===== src/design/circular_2d_convolution_defines.svh =====
// Assertion macros shared by the circular convolution modules
`ifndef CIRCULAR_2D_CONVOLUTION_DEFINES_SVH
`define CIRCULAR_2D_CONVOLUTION_DEFINES_SVH

// condition holds on every clock edge outside reset
`define CCONV_ASSERT_ALWAYS(label, cond, msg) \
    label: assert property (@(posedge clk) disable iff (!rst_n) (cond)) else $error(msg);

// consequence holds in the same cycle as the antecedent
`define CCONV_ASSERT_IMPLY(label, ante, cons, msg) \
    label: assert property (@(posedge clk) disable iff (!rst_n) (ante) |-> (cons)) \
        else $error(msg);

// consequence holds in the cycle after the antecedent
`define CCONV_ASSERT_NEXT(label, ante, cons, msg) \
    label: assert property (@(posedge clk) disable iff (!rst_n) (ante) |=> (cons)) \
        else $error(msg);

`endif


===== src/design/cconv_pkg.sv =====
// Shared codes, widths and controller/datapath link types for the circular convolution block
package cconv_pkg;

    localparam logic [1:0] CMD_COEF    = 2'd0;
    localparam logic [1:0] CMD_PIXEL   = 2'd1;
    localparam logic [1:0] CMD_COMPUTE = 2'd2;

    localparam logic [1:0] REG_IMAGE_ROWS  = 2'd0;
    localparam logic [1:0] REG_IMAGE_COLS  = 2'd1;
    localparam logic [1:0] REG_KERNEL_ROWS = 2'd2;
    localparam logic [1:0] REG_KERNEL_COLS = 2'd3;

    localparam int CFG_W      = 9;
    localparam int CFG_IDX_W  = 2;
    localparam int POS_W      = 8;
    localparam int KDIM_W     = 4;
    localparam int PIX_W      = 16;
    localparam int COEF_W     = 16;
    localparam int PROD_W     = 33;
    localparam int SUM_W      = 41;
    localparam int DIV_CNT_W  = 3;
    localparam int ADDR_LIMIT = 256;

    typedef struct packed {
        logic accept;
        logic load;
        logic mod_step;
        logic setup;
        logic tap;
        logic out_load;
    } cconv_cmd_t;

    typedef struct packed {
        logic in_range;
        logic mod_last;
        logic last_tap;
        logic pipe_busy;
    } cconv_status_t;

endpackage


===== src/design/cconv_ctrl.sv =====
// Sequencing state machine and output valid flag for the circular convolution block
`include "circular_2d_convolution_defines.svh"

module cconv_ctrl
(
    input  logic                     clk,
    input  logic                     rst_n,
    input  logic                     in_valid,
    input  logic [1:0]               in_cmd,
    output logic                     in_ready,
    output logic                     out_valid,
    input  logic                     out_ready,
    input  cconv_pkg::cconv_status_t status,
    output cconv_pkg::cconv_cmd_t    ctrl
);

    localparam logic [2:0] ST_IDLE  = 3'd0;
    localparam logic [2:0] ST_MOD   = 3'd1;
    localparam logic [2:0] ST_SETUP = 3'd2;
    localparam logic [2:0] ST_RUN   = 3'd3;
    localparam logic [2:0] ST_DRAIN = 3'd4;
    localparam logic [2:0] ST_DONE  = 3'd5;

    logic [2:0] state_reg;
    logic [2:0] state_next;
    logic       out_valid_reg;
    logic       out_valid_next;

    always_comb
    begin
        state_next = state_reg;
        ctrl       = '0;
        in_ready   = 1'b0;
        unique case (state_reg)
            ST_IDLE:
            begin
                in_ready    = 1'b1;
                ctrl.accept = in_valid;
                if (in_valid && (in_cmd == cconv_pkg::CMD_COMPUTE))
                begin
                    ctrl.load  = 1'b1;
                    state_next = status.in_range ? ST_SETUP : ST_MOD;
                end
            end
            ST_MOD:
            begin
                ctrl.mod_step = 1'b1;
                if (status.mod_last)
                begin
                    state_next = ST_SETUP;
                end
            end
            ST_SETUP:
            begin
                ctrl.setup = 1'b1;
                state_next = ST_RUN;
            end
            ST_RUN:
            begin
                ctrl.tap = 1'b1;
                if (status.last_tap)
                begin
                    state_next = ST_DRAIN;
                end
            end
            ST_DRAIN:
            begin
                if (!status.pipe_busy)
                begin
                    state_next = ST_DONE;
                end
            end
            ST_DONE:
            begin
                if (!out_valid_reg || out_ready)
                begin
                    ctrl.out_load = 1'b1;
                    state_next    = ST_IDLE;
                end
            end
            default:
            begin
                state_next = ST_IDLE;
            end
        endcase
    end

    always_comb
    begin
        priority if (ctrl.out_load)
        begin
            out_valid_next = 1'b1;
        end
        else if (out_ready)
        begin
            out_valid_next = 1'b0;
        end
        else
        begin
            out_valid_next = out_valid_reg;
        end
    end

    always_ff @(posedge clk or negedge rst_n)
    begin
        if (!rst_n)
        begin
            state_reg     <= ST_IDLE;
            out_valid_reg <= 1'b0;
        end
        else
        begin
            state_reg     <= state_next;
            out_valid_reg <= out_valid_next;
        end
    end

    assign out_valid = out_valid_reg;

    `CCONV_ASSERT_IMPLY(a_no_overwrite, ctrl.out_load, !out_valid_reg || out_ready, "result overwritten before taken")
    `CCONV_ASSERT_NEXT(a_taps_stop, ctrl.tap && status.last_tap, !ctrl.tap, "tap issued past window end")
    `CCONV_ASSERT_NEXT(a_busy_after_load, ctrl.load, !in_ready, "word accepted during compute")

endmodule


===== config.mk =====
export PLATFORM = sky130hd
export DESIGN_NAME = cconv_ctrl
export DESIGN_NICKNAME = d
export VERILOG_FILES = /design/src/design/cconv_pkg.sv /design/src/design/cconv_ctrl.sv
export VERILOG_INCLUDE_DIRS = /design/src /design/src/design
export SDC_FILE = /design/constraint.sdc
export NUM_CORES = 1
export LEC_CHECK = 0
export ABC_AREA = 1
export BUFFER_PORTS_ARGS = -buffer_cell sky130_fd_sc_hd__clkbuf_2
export CAP_MARGIN = 20
export CORE_AREA = 3 3 40 42
export CTS_BUF_LIST = sky130_fd_sc_hd__clkbuf_2 sky130_fd_sc_hd__clkbuf_4 sky130_fd_sc_hd__clkbuf_8
export DETAILED_ROUTE_END_ITERATION = 7
export DIE_AREA = 0 0 43 45
export RECOVER_POWER = 50
export SETUP_SLACK_MARGIN = 0.15
export SYNTH_ARGS = -nofsm -noshare
export SYNTH_HDL_FRONTEND = slang
export SYNTH_SLANG_ARGS = --single-unit

===== constraint.sdc =====
create_clock -name clk -period 3.1 [get_ports clk]
set_clock_uncertainty 0.1 [all_clocks]
set_input_delay 0.31 -clock clk [delete_from_list [all_inputs] [get_ports clk]]
set_output_delay 0.31 -clock clk [all_outputs]
set_load 0.02 [all_outputs]

# After elaboration in Yosys (flattened, before gate mapping)
# Cells that the tools add are included.
# op_classes
n_addsub	0
n_lt_le_gt_ge	0
n_div	0
muxes	17
multipliers	0
eq_ne	11
reduce_logical	6
bitwise_logic	0
shift	0
# op_table
cell	n
one-hot mux 3 bit (6 select lines)	1
2-to-1 mux 3 bit	5
!= test 2 bit, second input constant	5
2-to-1 mux 1 bit	9
== test 3 x 2 -> 1 bit, second input constant	2
== test 3 bit, second input constant	2
AND reduction 5 bit	1
2-to-1 mux 2 bit	2
== test 3 x 1 -> 1 bit, second input constant	1
zero test 3 bit	1
== test 2 bit, second input constant	1
nonzero test 2 bit	1
logical AND 1 bit	1
zero test 1 bit	1
logical OR 1 bit	1
# word_totals
register_bits	4
latch_bits	0
romBits	0
mem_bits_rw	0
memories	0
in_bits	10
elab_cells	36
out_inout_bits	8

# Logic depth before layout (Yosys ltp)
# Gate-level depths: netlist of run 1.
# depth
ltp_word	5
ltp_mapped	8
ltp_nobuf	8

# Least setup slack after synthesis of run 1
# Ideal clock, no wire load.
# synth_path
path_kind	reg2out
start	register state_reg[1]
end	output port ctrl[4] (netlist bit)
required_ns	2.690
stages_incl_launch_ff	4
path_buffers	0
arrival_time_ns	1.100
path_slack_ns	1.590
path_cell_list	dfrtp_1 -> nor2_1 -> nand2_2 -> nor3_1
# synth_lines
item	line_no	text
start: declaration	cconv_ctrl.sv:24	logic [2:0] state_reg;
start signal: assignment	cconv_ctrl.sv:113	state_reg <= state_next;
end: declaration	cconv_ctrl.sv:14	output cconv_pkg::cconv_cmd_t ctrl

==> flow_summary.yaml, run 1 <==
sta:
  max_freq_mhz: 598.0
  worst_hold_slack_ns: 0.2514
  hold_violations: 0
  worstMarginPinSlew_ns: 0.3202
  rsz0062_at_grt: "no"
  setup-tns-final_ns: 0
  finalCriticalPeriod_ns: 1.672
  slew_headroom_pct: 78.58
  fin_crit_sh_pct: 53.94
  setup_viol: 0
  drv_slew: 0
global_route:
  use_met1_pct: 10.46
  grt_pass1_vias: 343
  grt_max_degree: 7
  use_met2_pct: 15.27
  antenna_found_initial: 0
  overflow: 0
  grt_usage_pct: 10.11
  busiest_layer: "met2"
  use_met3_pct: 3.586
  grt_first_pass_wirelength_um: 1338
floorplanning:
  die_h_um: 45
  die_w_um: 43
  core_um2: 1285
  io_pins: 18
  std_cell_rows: 13
  initial_core_util_pct: 25.12
  dieArea_um2: 1935
pwr:
  p_leak_nw: 0.2844
  irDropWorstVdd_mv: 0.3129
  power.density_nw_per_um2: 893.9
setup_path:
  worst_path_largest_cell_delay_ns: 0.37
  crit_path_max_fanout: 4
  end_kind: "output port"
  worstPathCellList: "inv_1, nor2_1, nand2_1, a21oi_1, clkbuf_2"
  crit_required_ns: 2.69
  crit_path_top_delay_cell: "dfrtp_1"
  worst_setup_path_start_kind: "register"
  path_class: "register to output port"
  cp.arrival_ns: 1.26
finish:
  largest_reg_flops: 3
  drive_gt1_share_pct: 32.88
  area_delta_synth_final_pct: 36.82
  antenna_cells: 0
  fin_nets: 85
synth:
  synth_cell_types: 13
  synth_top_area_cell: "dfrtp_1"
  synth_edf_count: 0
  synth_seq_cells: 4
  ys_warn_count: 0
  synth.most_common_cell: "nand2_1"
  synth_cells: 53
  synth_top_area_share_pct: 31.01
  synth_ff_type: "dfrtp_1"
  synth.avg_cell_area_um2: 6.091
  syn_nets: 63
  ys_seq_area_share_pct: 31.01
  synthTopCellsByCount: "nand2_1 (15), inv_1 (10), nor2_2 (7)"
  synth_area_leaders: "dfrtp_1 (31%), nand2_1 (17%), nor2_2 (14%), inv_1 (12%), nand3_1 (7.8%)"
  synth_area_um2: 322.8
  async_flop_share_pct: 100.0
placement:
  portBuffers: 17
  hpwl_um: 647.1
  routabilityCongestion: 0.7639
clock_tree:
  cts_max_level: 1
  cts_resized: 0
  root_buffer: "clkbuf_4"
  cts_tree: "built"
  cts_buffer_depth: 2
  holdBufCountCts: 1
  clock_sinks: 4
  cts_setup_buffers: 0
  path_clk_slew_ns: 0.04
  clk_latency_ns: 0.24
  cts_made_buffers: 3
route:
  drt_first_pass_iters: 4
  vias: 373
  finalWirelength_um: 769
  ant_nets: 0
  viasPerCell: 4.239
  drt-initial-drc-count: 3
  drc: 0
  detail_route.wl_per_cell_um: 8.739
status:
  status: "complete, no violations"
flow_run:
  maxCapViolations: 0
min_path:
  hp-class: "input port to register"
## where the power goes
part	total, mW	switching [mW]	internal, mW	leakage [nW]
Combinational	0.236	0.156	0.0795	0.219
Sequential	0.0936	0.0210	0.0726	0.0519
Clock	0.0652	0.0219	0.0433	0.0138
## stage by stage
step | worst slack (ns) | std cells | power, mW | utilization (%) | cell area [um2]
floorplan | 1.590 | 53 | 0.2716 | - | 322.8
global placement | 1.703 | 84 | 0.3342 | 32.62 | 419.2
detailed placement | 1.688 | 84 | 0.3352 | 32.62 | 419.2
CTS | 1.433 | 88 | 0.4037 | 35.15 | 451.7
global route | 1.250 | 88 | 0.4412 | 34.37 | 441.7
finish | 1.428 | 88 | 0.3948 | 34.37 | 441.7
## metal layers
| metal | up-vias | wire length, um |
|---|---|---|
| li1 | 201 | - |
| met1 | 161 | 324 |
| met2 | 7 | 380 |
| met3 | 4 | 26 |
| met4 | 0 | 37 |
| met5 | - | 0 |
## layout by cell type (no fill, tap or decap)
master / count
dlygate4sd3_1: 1
nor3_1: 1
nor2_1: 7
inv_1: 10
nor2_2: 4
dfrtp_1: 4
nand2_2: 1
a21oi_1: 1
o21ai_0: 2
o211ai_1: 1
inv_2: 1
clkbuf_1: 2
nand2_1: 15
nand3_1: 5
clkbuf_2: 15
clkbuf_4: 3
## cell type report
type | count | area (um2)
Clock buffer | 3 | 22.52
Tap cell | 15 | 18.77
Inverter | 11 | 41.29
Fill cell | 141 | 843.3
Multi-Input combinational cell | 37 | 166.4
Sequential cell | 4 | 100.1
Timing Repair Buffer | 18 | 92.59
## critical path: cells and delay by family (launching register included)
family                 cells  cell delay [ns]
AO/OA/AOI/OAI              1             0.12
buffers and inverters      2             0.26
flip-flops                 1             0.37
AND/OR/NAND/NOR            2             0.27
## path summary, 6_finish.rpt
| check | start | endpoint | slack, ns | depth (start not counted) |
|---|---|---|---|---|
| worst min-delay path | status[1] | state_reg[1] | 0.25 | 4 |
| min in group asynchronous | rst_n | state_reg[0] | 0.33 | 2 |
| worst min register to register | state_reg[0] | state_reg[0] | 0.42 | 2 |
| worst max register to register | state_reg[0] | state_reg[0] | 1.73 | 8 |
| worst max-delay path | state_reg[0] | ctrl[0] | 1.43 | 5 |
| max in group asynchronous | rst_n | out_valid | 2.39 | 2 |
## cells by family after synthesis
kind of cell | after synthesis | synth area share, %
AND/OR/NAND/NOR | 33 | 46.89
buffers and inverters | 12 | 15.12
flip-flops | 4 | 31.01
AO/OA/AOI/OAI | 4 | 6.976
Power figures use the tool's default switching activity.
==> run 2, diff against run 1 <==
==> constraint.sdc (replaced) <==
create_clock -name clk -period 1.35 [get_ports clk]
set_clock_uncertainty 0.1 [all_clocks]
set_input_delay 0.135 -clock clk [delete_from_list [all_inputs] [get_ports clk]]
set_output_delay 0.135 -clock clk [all_outputs]
set_load 0.02 [all_outputs]
==> flow_summary.yaml, run 2 (same netlist as run 1, synthesis figures left out) <==
pwr:
  irDropWorstVdd_mv: 0.8532
  power.density_nw_per_um2: 2086
  p_leak_nw: 0.3340
  power.total_mw: 1.256
status:
  status: "complete, but fails checks"
  violations: "setup timing"
global_route:
  overflow: 0
  use_met3_pct: 4.781
  use_met2_pct: 13.47
  busiest_layer: "met2"
  grt_max_degree: 7
  grt_usage_pct: 9.425
  antenna_found_initial: 0
  grt_first_pass_wirelength_um: 1345
  grt_pass1_vias: 346
  use_met1_pct: 12.11
clock_tree:
  cts_buffer_depth: 2
  path_clk_slew_ns: 0.04
  cts_tree: "built"
  cts_max_level: 1
  clock_sinks: 4
  clk_latency_ns: 0.23
  cts_made_buffers: 3
  root_buffer: "clkbuf_4"
floorplanning:
  initial_core_util_pct: 25.12
  die_h_um: 45
  core_um2: 1285
  dieArea_um2: 1935
  std_cell_rows: 13
  io_pins: 18
  die_w_um: 43
route:
  drt_first_pass_iters: 3
  detail_route.wl_per_cell_um: 9.383
  finalWirelength_um: 882
  viasPerCell: 4.053
  vias: 381
  ant_nets: 0
  drc: 0
  drt-initial-drc-count: 1
setup_path:
  reg2regPathDepth: 9
  r2r_slack_ns: 0.02
  worst_setup_path_start_kind: "register"
  r2r_end: "state_reg[0]"
  crit_required_ns: 1.12
  path_class: "register to output port"
  rr_startpoint: "state_reg[0]"
  crit_path_max_fanout: 3
  cp.arrival_ns: 1.16
  end_kind: "output port"
sta:
  max_freq_mhz: 717.6
  hold_violations: 0
  rsz0062_at_grt: "yes"
  finalCriticalPeriod_ns: 1.394
  drv_slew: 0
  setup_viol: 4
  worst_hold_slack_ns: 0.07977
  fin_ws_ns: -0.04353
  worstMarginPinSlew_ns: 0.2109
  slew_headroom_pct: 85.94
  fin_crit_sh_pct: 103.2
min_path:
  hold_path_end: "state_reg[1]"
  hp-class: "input port to register"
  holdPathStages: 4
  hp-start: "status[1]"
finish:
  final_core_util_pct: 46.84
  layout_common_cells: "nand2_1 (11), clkbuf_2 (9), inv_1 (8), buf_4 (8), nor2_4 (6)"
  layout_commonest_cell: "nand2_1"
  area_delta_synth_final_pct: 86.43
  fin_nets: 91
  antenna_cells: 0
  largest_reg_flops: 3
  drive_gt1_share_pct: 58.23
placement:
  routabilityCongestion: 0.7294
  portBuffers: 17
  dp_slack_ns: 0.06549
  hpwl_um: 611.3
flow_run:
  maxCapViolations: 0
[run 2: critical path, stage by stage, from the launching register on]
cell	delay [ns]
dfrtp_2	0.40
inv_2	0.06
nor2_4	0.13
nand2_2	0.07
a21oi_2	0.11
clkbuf_8	0.16
[run 2: how the worst max path moves through the flow]
stage / start / endpoint / cells after the start
floorplan: state_reg[1] / state_reg[0] / 8
global placement: state_reg[0] / state_reg[0] / 8
detailed placement: state_reg[0] / state_reg[0] / 8
CTS: state_reg[0] / ctrl[0] / 5
global route: state_reg[0] / ctrl[0] / 5
finish: state_reg[0] / ctrl[0] / 5
[run 2: where the power goes]
part	internal, mW	leakage [nW]	switching, mW	total, mW
clock network	0.0991	0.0138	0.0435	0.143
registers	0.174	0.0481	0.0790	0.253
logic	0.417	0.272	0.443	0.860
[run 2: metrics by stage]
stage                     instance area, um2  instances  TNS (ns)
after floorplan                        335.3         53         0
after global placement                 431.7         84         0
after detailed placement               431.7         84         0
after CTS                              569.3         92   -0.2235
after global routing                   601.8         94   -0.5628
final                                  601.8         94   -0.1478
[run 2: per-layer routing]
layer | part of all wire, % | wire, um
met4 | 0 | 0
met1 | 44 | 386
met3 | 2.7 | 24
met2 | 54 | 472
met5 | 0 | 0
[run 2: repair_timing]
action,in CTS,in global routing
gates resized for setup,22,9
hold buffers,1,0
setup endpoints to repair,10,10
pin swaps,2,2
buffers inserted,4,2
endpoints found under the hold margin,4,0
[run 2: layout make-up]
cell class	count	area, um2
Fill cell	126	683.2
Multi-Input combinational cell	37	225.2
Timing Repair Buffer	24	190.2
Sequential cell	4	103.9
Inverter	11	41.29
Clock buffer	3	22.52
Tap cell	15	18.77
==> run 3, diff against run 2 <==
--- a/config.mk
+++ b/config.mk
@@ -6,7 +6,6 @@
 export SDC_FILE = /design/constraint.sdc
 export NUM_CORES = 1
 export LEC_CHECK = 0
-export ABC_AREA = 1
 export BUFFER_PORTS_ARGS = -buffer_cell sky130_fd_sc_hd__clkbuf_2
 export CAP_MARGIN = 20
 export CORE_AREA = 3 3 40 42
==> flow_summary.yaml, run 3 <==
setup_path:
  end_kind: "output port"
  rr_startpoint: "state_reg[0]"
  crit_path_max_fanout: 4
  crit_path_top_delay_cell: "dfrtp_2"
  worst-path-stages: 5
  crit_required_ns: 1.12
  cpLargestDelayFamily: "flip-flops"
  cp.arrival_ns: 1.30
  reg2regPathDepth: 6
  worst_setup_path_start_kind: "register"
  r2r_end: "state_reg[0]"
  crit_buf_inv: 3
  r2r_slack_ns: -0.18
  crit_top_cell: "buf_6"
  worst_path_largest_cell_delay_ns: 0.43
  worstPathCellList: "buf_6, nor3_4, buf_6, and2_4, buf_8"
  path_class: "register to output port"
synth:
  synth_area_leaders: "dfrtp_1 (30%), and2b_2 (5.3%), nand2b_2 (5.3%), buf_4 (4.5%), nor3b_1 (4.5%)"
  synth_seq_cells: 4
  synth_edf_count: 0
  async_flop_share_pct: 100.0
  ys_seq_area_share_pct: 30.08
  ys_warn_count: 0
  synth_cells: 35
  synth_top_area_share_pct: 30.08
  synth_ff_type: "dfrtp_1"
  synth_area_um2: 332.8
  synth.avg_cell_area_um2: 9.509
  synth.most_common_cell: "dfrtp_1"
  syn_nets: 45
  synth_cell_types: 26
  synth_top_area_cell: "dfrtp_1"
clock_tree:
  cts_buffer_depth: 2
  clock_sinks: 4
  cts_tree: "built"
  path_clk_slew_ns: 0.04
  cts_max_level: 1
  cts_made_buffers: 3
  clk_latency_ns: 0.24
  root_buffer: "clkbuf_4"
global_route:
  grt_max_degree: 8
  antenna_found_initial: 0
  overflow: 0
  grt_pass1_vias: 366
  grt_usage_pct: 9.833
  grt_first_pass_wirelength_um: 1428
route:
  viasPerCell: 4.772
  drc: 0
  ant_nets: 0
  finalWirelength_um: 1021
  drt_first_pass_iters: 4
  vias: 377
  detail_route.wl_per_cell_um: 12.92
  drt-initial-drc-count: 2
finish:
  fillerInstances: 122
  final_core_util_pct: 52.48
  layout_common_cells: "buf_6 (10), clkbuf_2 (9), buf_4 (7)"
  regArea_um2: 103.9
  largest_reg_flops: 3
  multi_input_area_um2: 275.3
  area_delta_synth_final_pct: 102.6
  layout_commonest_cell: "buf_6"
  fin_nets: 76
  antenna_cells: 0
  drive_gt1_share_pct: 78.13
floorplanning:
  initial_core_util_pct: 25.90
  io_pins: 18
  std_cell_rows: 13
  core_um2: 1285
  die_w_um: 43
  dieArea_um2: 1935
  die_h_um: 45
sta:
  finalCriticalPeriod_ns: 1.539
  setup_viol: 8
  rsz0062_at_grt: "yes"
  hold_violations: 0
  fin_ws_ns: -0.1892
  worst_hold_slack_ns: 0.06095
  fin_crit_sh_pct: 114.0
  worstMarginPinSlew_ns: 0.2369
  drv_slew: 0
  setup-tns-final_ns: -1.028
  slew_headroom_pct: 84.20
  max_freq_mhz: 649.7
pwr:
  p_leak_nw: 0.3191
  power.density_nw_per_um2: 2475
  irDropWorstVdd_mv: 0.8479
  power.total_mw: 1.669
placement:
  routabilityCongestion: 0.7160
  hpwl_um: 653.2
  portBuffers: 17
min_path:
  holdPathStages: 2
  hp-start: "status[1]"
  hold_path_end: "state_reg[2]"
  hp-class: "input port to register"
status:
  violations: "setup timing"
  status: "complete, but fails checks"
flow_run:
  maxCapViolations: 0
run 3: changes by cell type after synthesis, sizes merged, moves of 2 or more:
cell	before	now
and2	0	2
and2b	0	2
buf	1	4
inv	11	0
nand2	16	1
nand2b	0	3
nand3	5	0
nor2	11	2
nor2b	0	2
nor3b	0	2
run 3: stage by stage:
stage | cells | setup WS (ns) | instance area (um2)
2_1_floorplan | 35 | -0.1473 | 354.1
3_3_place_gp | 71 | -0.08345 | 480.5
3_5_place_dp | 71 | -0.1247 | 480.5
4_1_cts | 76 | -0.2065 | 586.8
5_1_grt | 79 | -0.2499 | 674.4
6_report | 79 | -0.1892 | 674.4
run 3: worst reg2reg max path, cell delays in order (launching register included):
cell     delay [ns]
dfrtp_2        0.43
buf_6          0.13
nor3_4         0.14
buf_4          0.14
a32oi_1        0.04
o21ai_1        0.09
mux2_1         0.33
run 3: power breakdown:
group,switching [mW],internal [mW],total (mW),leakage (nW)
combinational,0.509,0.728,1.24,0.258
clock,0.0504,0.0995,0.150,0.0138
sequential,0.0988,0.184,0.283,0.0472
run 3: final cells by class:
| class | instances | share of cell area, % |
|---|---|---|
| flip-flops and latches | 4 | 15.40 |
| repair buffers | 30 | 37.66 |
| clock buffers | 3 | 3.340 |
| well taps | 15 | 2.783 |
| multi-input cells | 27 | 40.82 |
run 3: worst max-delay path by stage:
stage,to,from,slack [ns]
floorplan,state_reg[0],state_reg[2],-0.15
global placement,state_reg[0],state_reg[1],-0.08
detailed placement,state_reg[0],state_reg[1],-0.12
CTS,ctrl[4],state_reg[2],-0.21
global route,state_reg[0],state_reg[0],-0.25
finish,ctrl[5],state_reg[0],-0.19
run 3: per-layer routing:
metal / up-vias / track usage (%) / wire, um / share of wire [%]
met1: 175 / 9.179 / 391 / 38
met4: 0 / 0 / 9 / 0.88
met3: 2 / 5.179 / 54 / 5.3
li1: 185 / - / - / -
met5: - / 0 / 0 / 0
met2: 15 / 20.06 / 565 / 55
run 3: what timing repair did:
item / CTS / global route
hold buffers: 1 / 0
gates resized for setup: 18 / 25
pin swaps: 3 / 3
endpoints found under the setup margin: 9 / 10
buffers inserted: 1 / 3
hold endpoints to repair: 4 / 0
run 3: cells by family (layout without fill, tap and decap cells):
| logic type | count (synthesis) | count (layout) | synth area share, % |
|---|---|---|---|
| mux | 2 | 2 | 6.391 |
| compound gates | 7 | 7 | 15.41 |
| simple gates | 18 | 18 | 38.73 |
| flops | 4 | 4 | 30.08 |
| buf+inv | 4 | 33 | 9.395 |
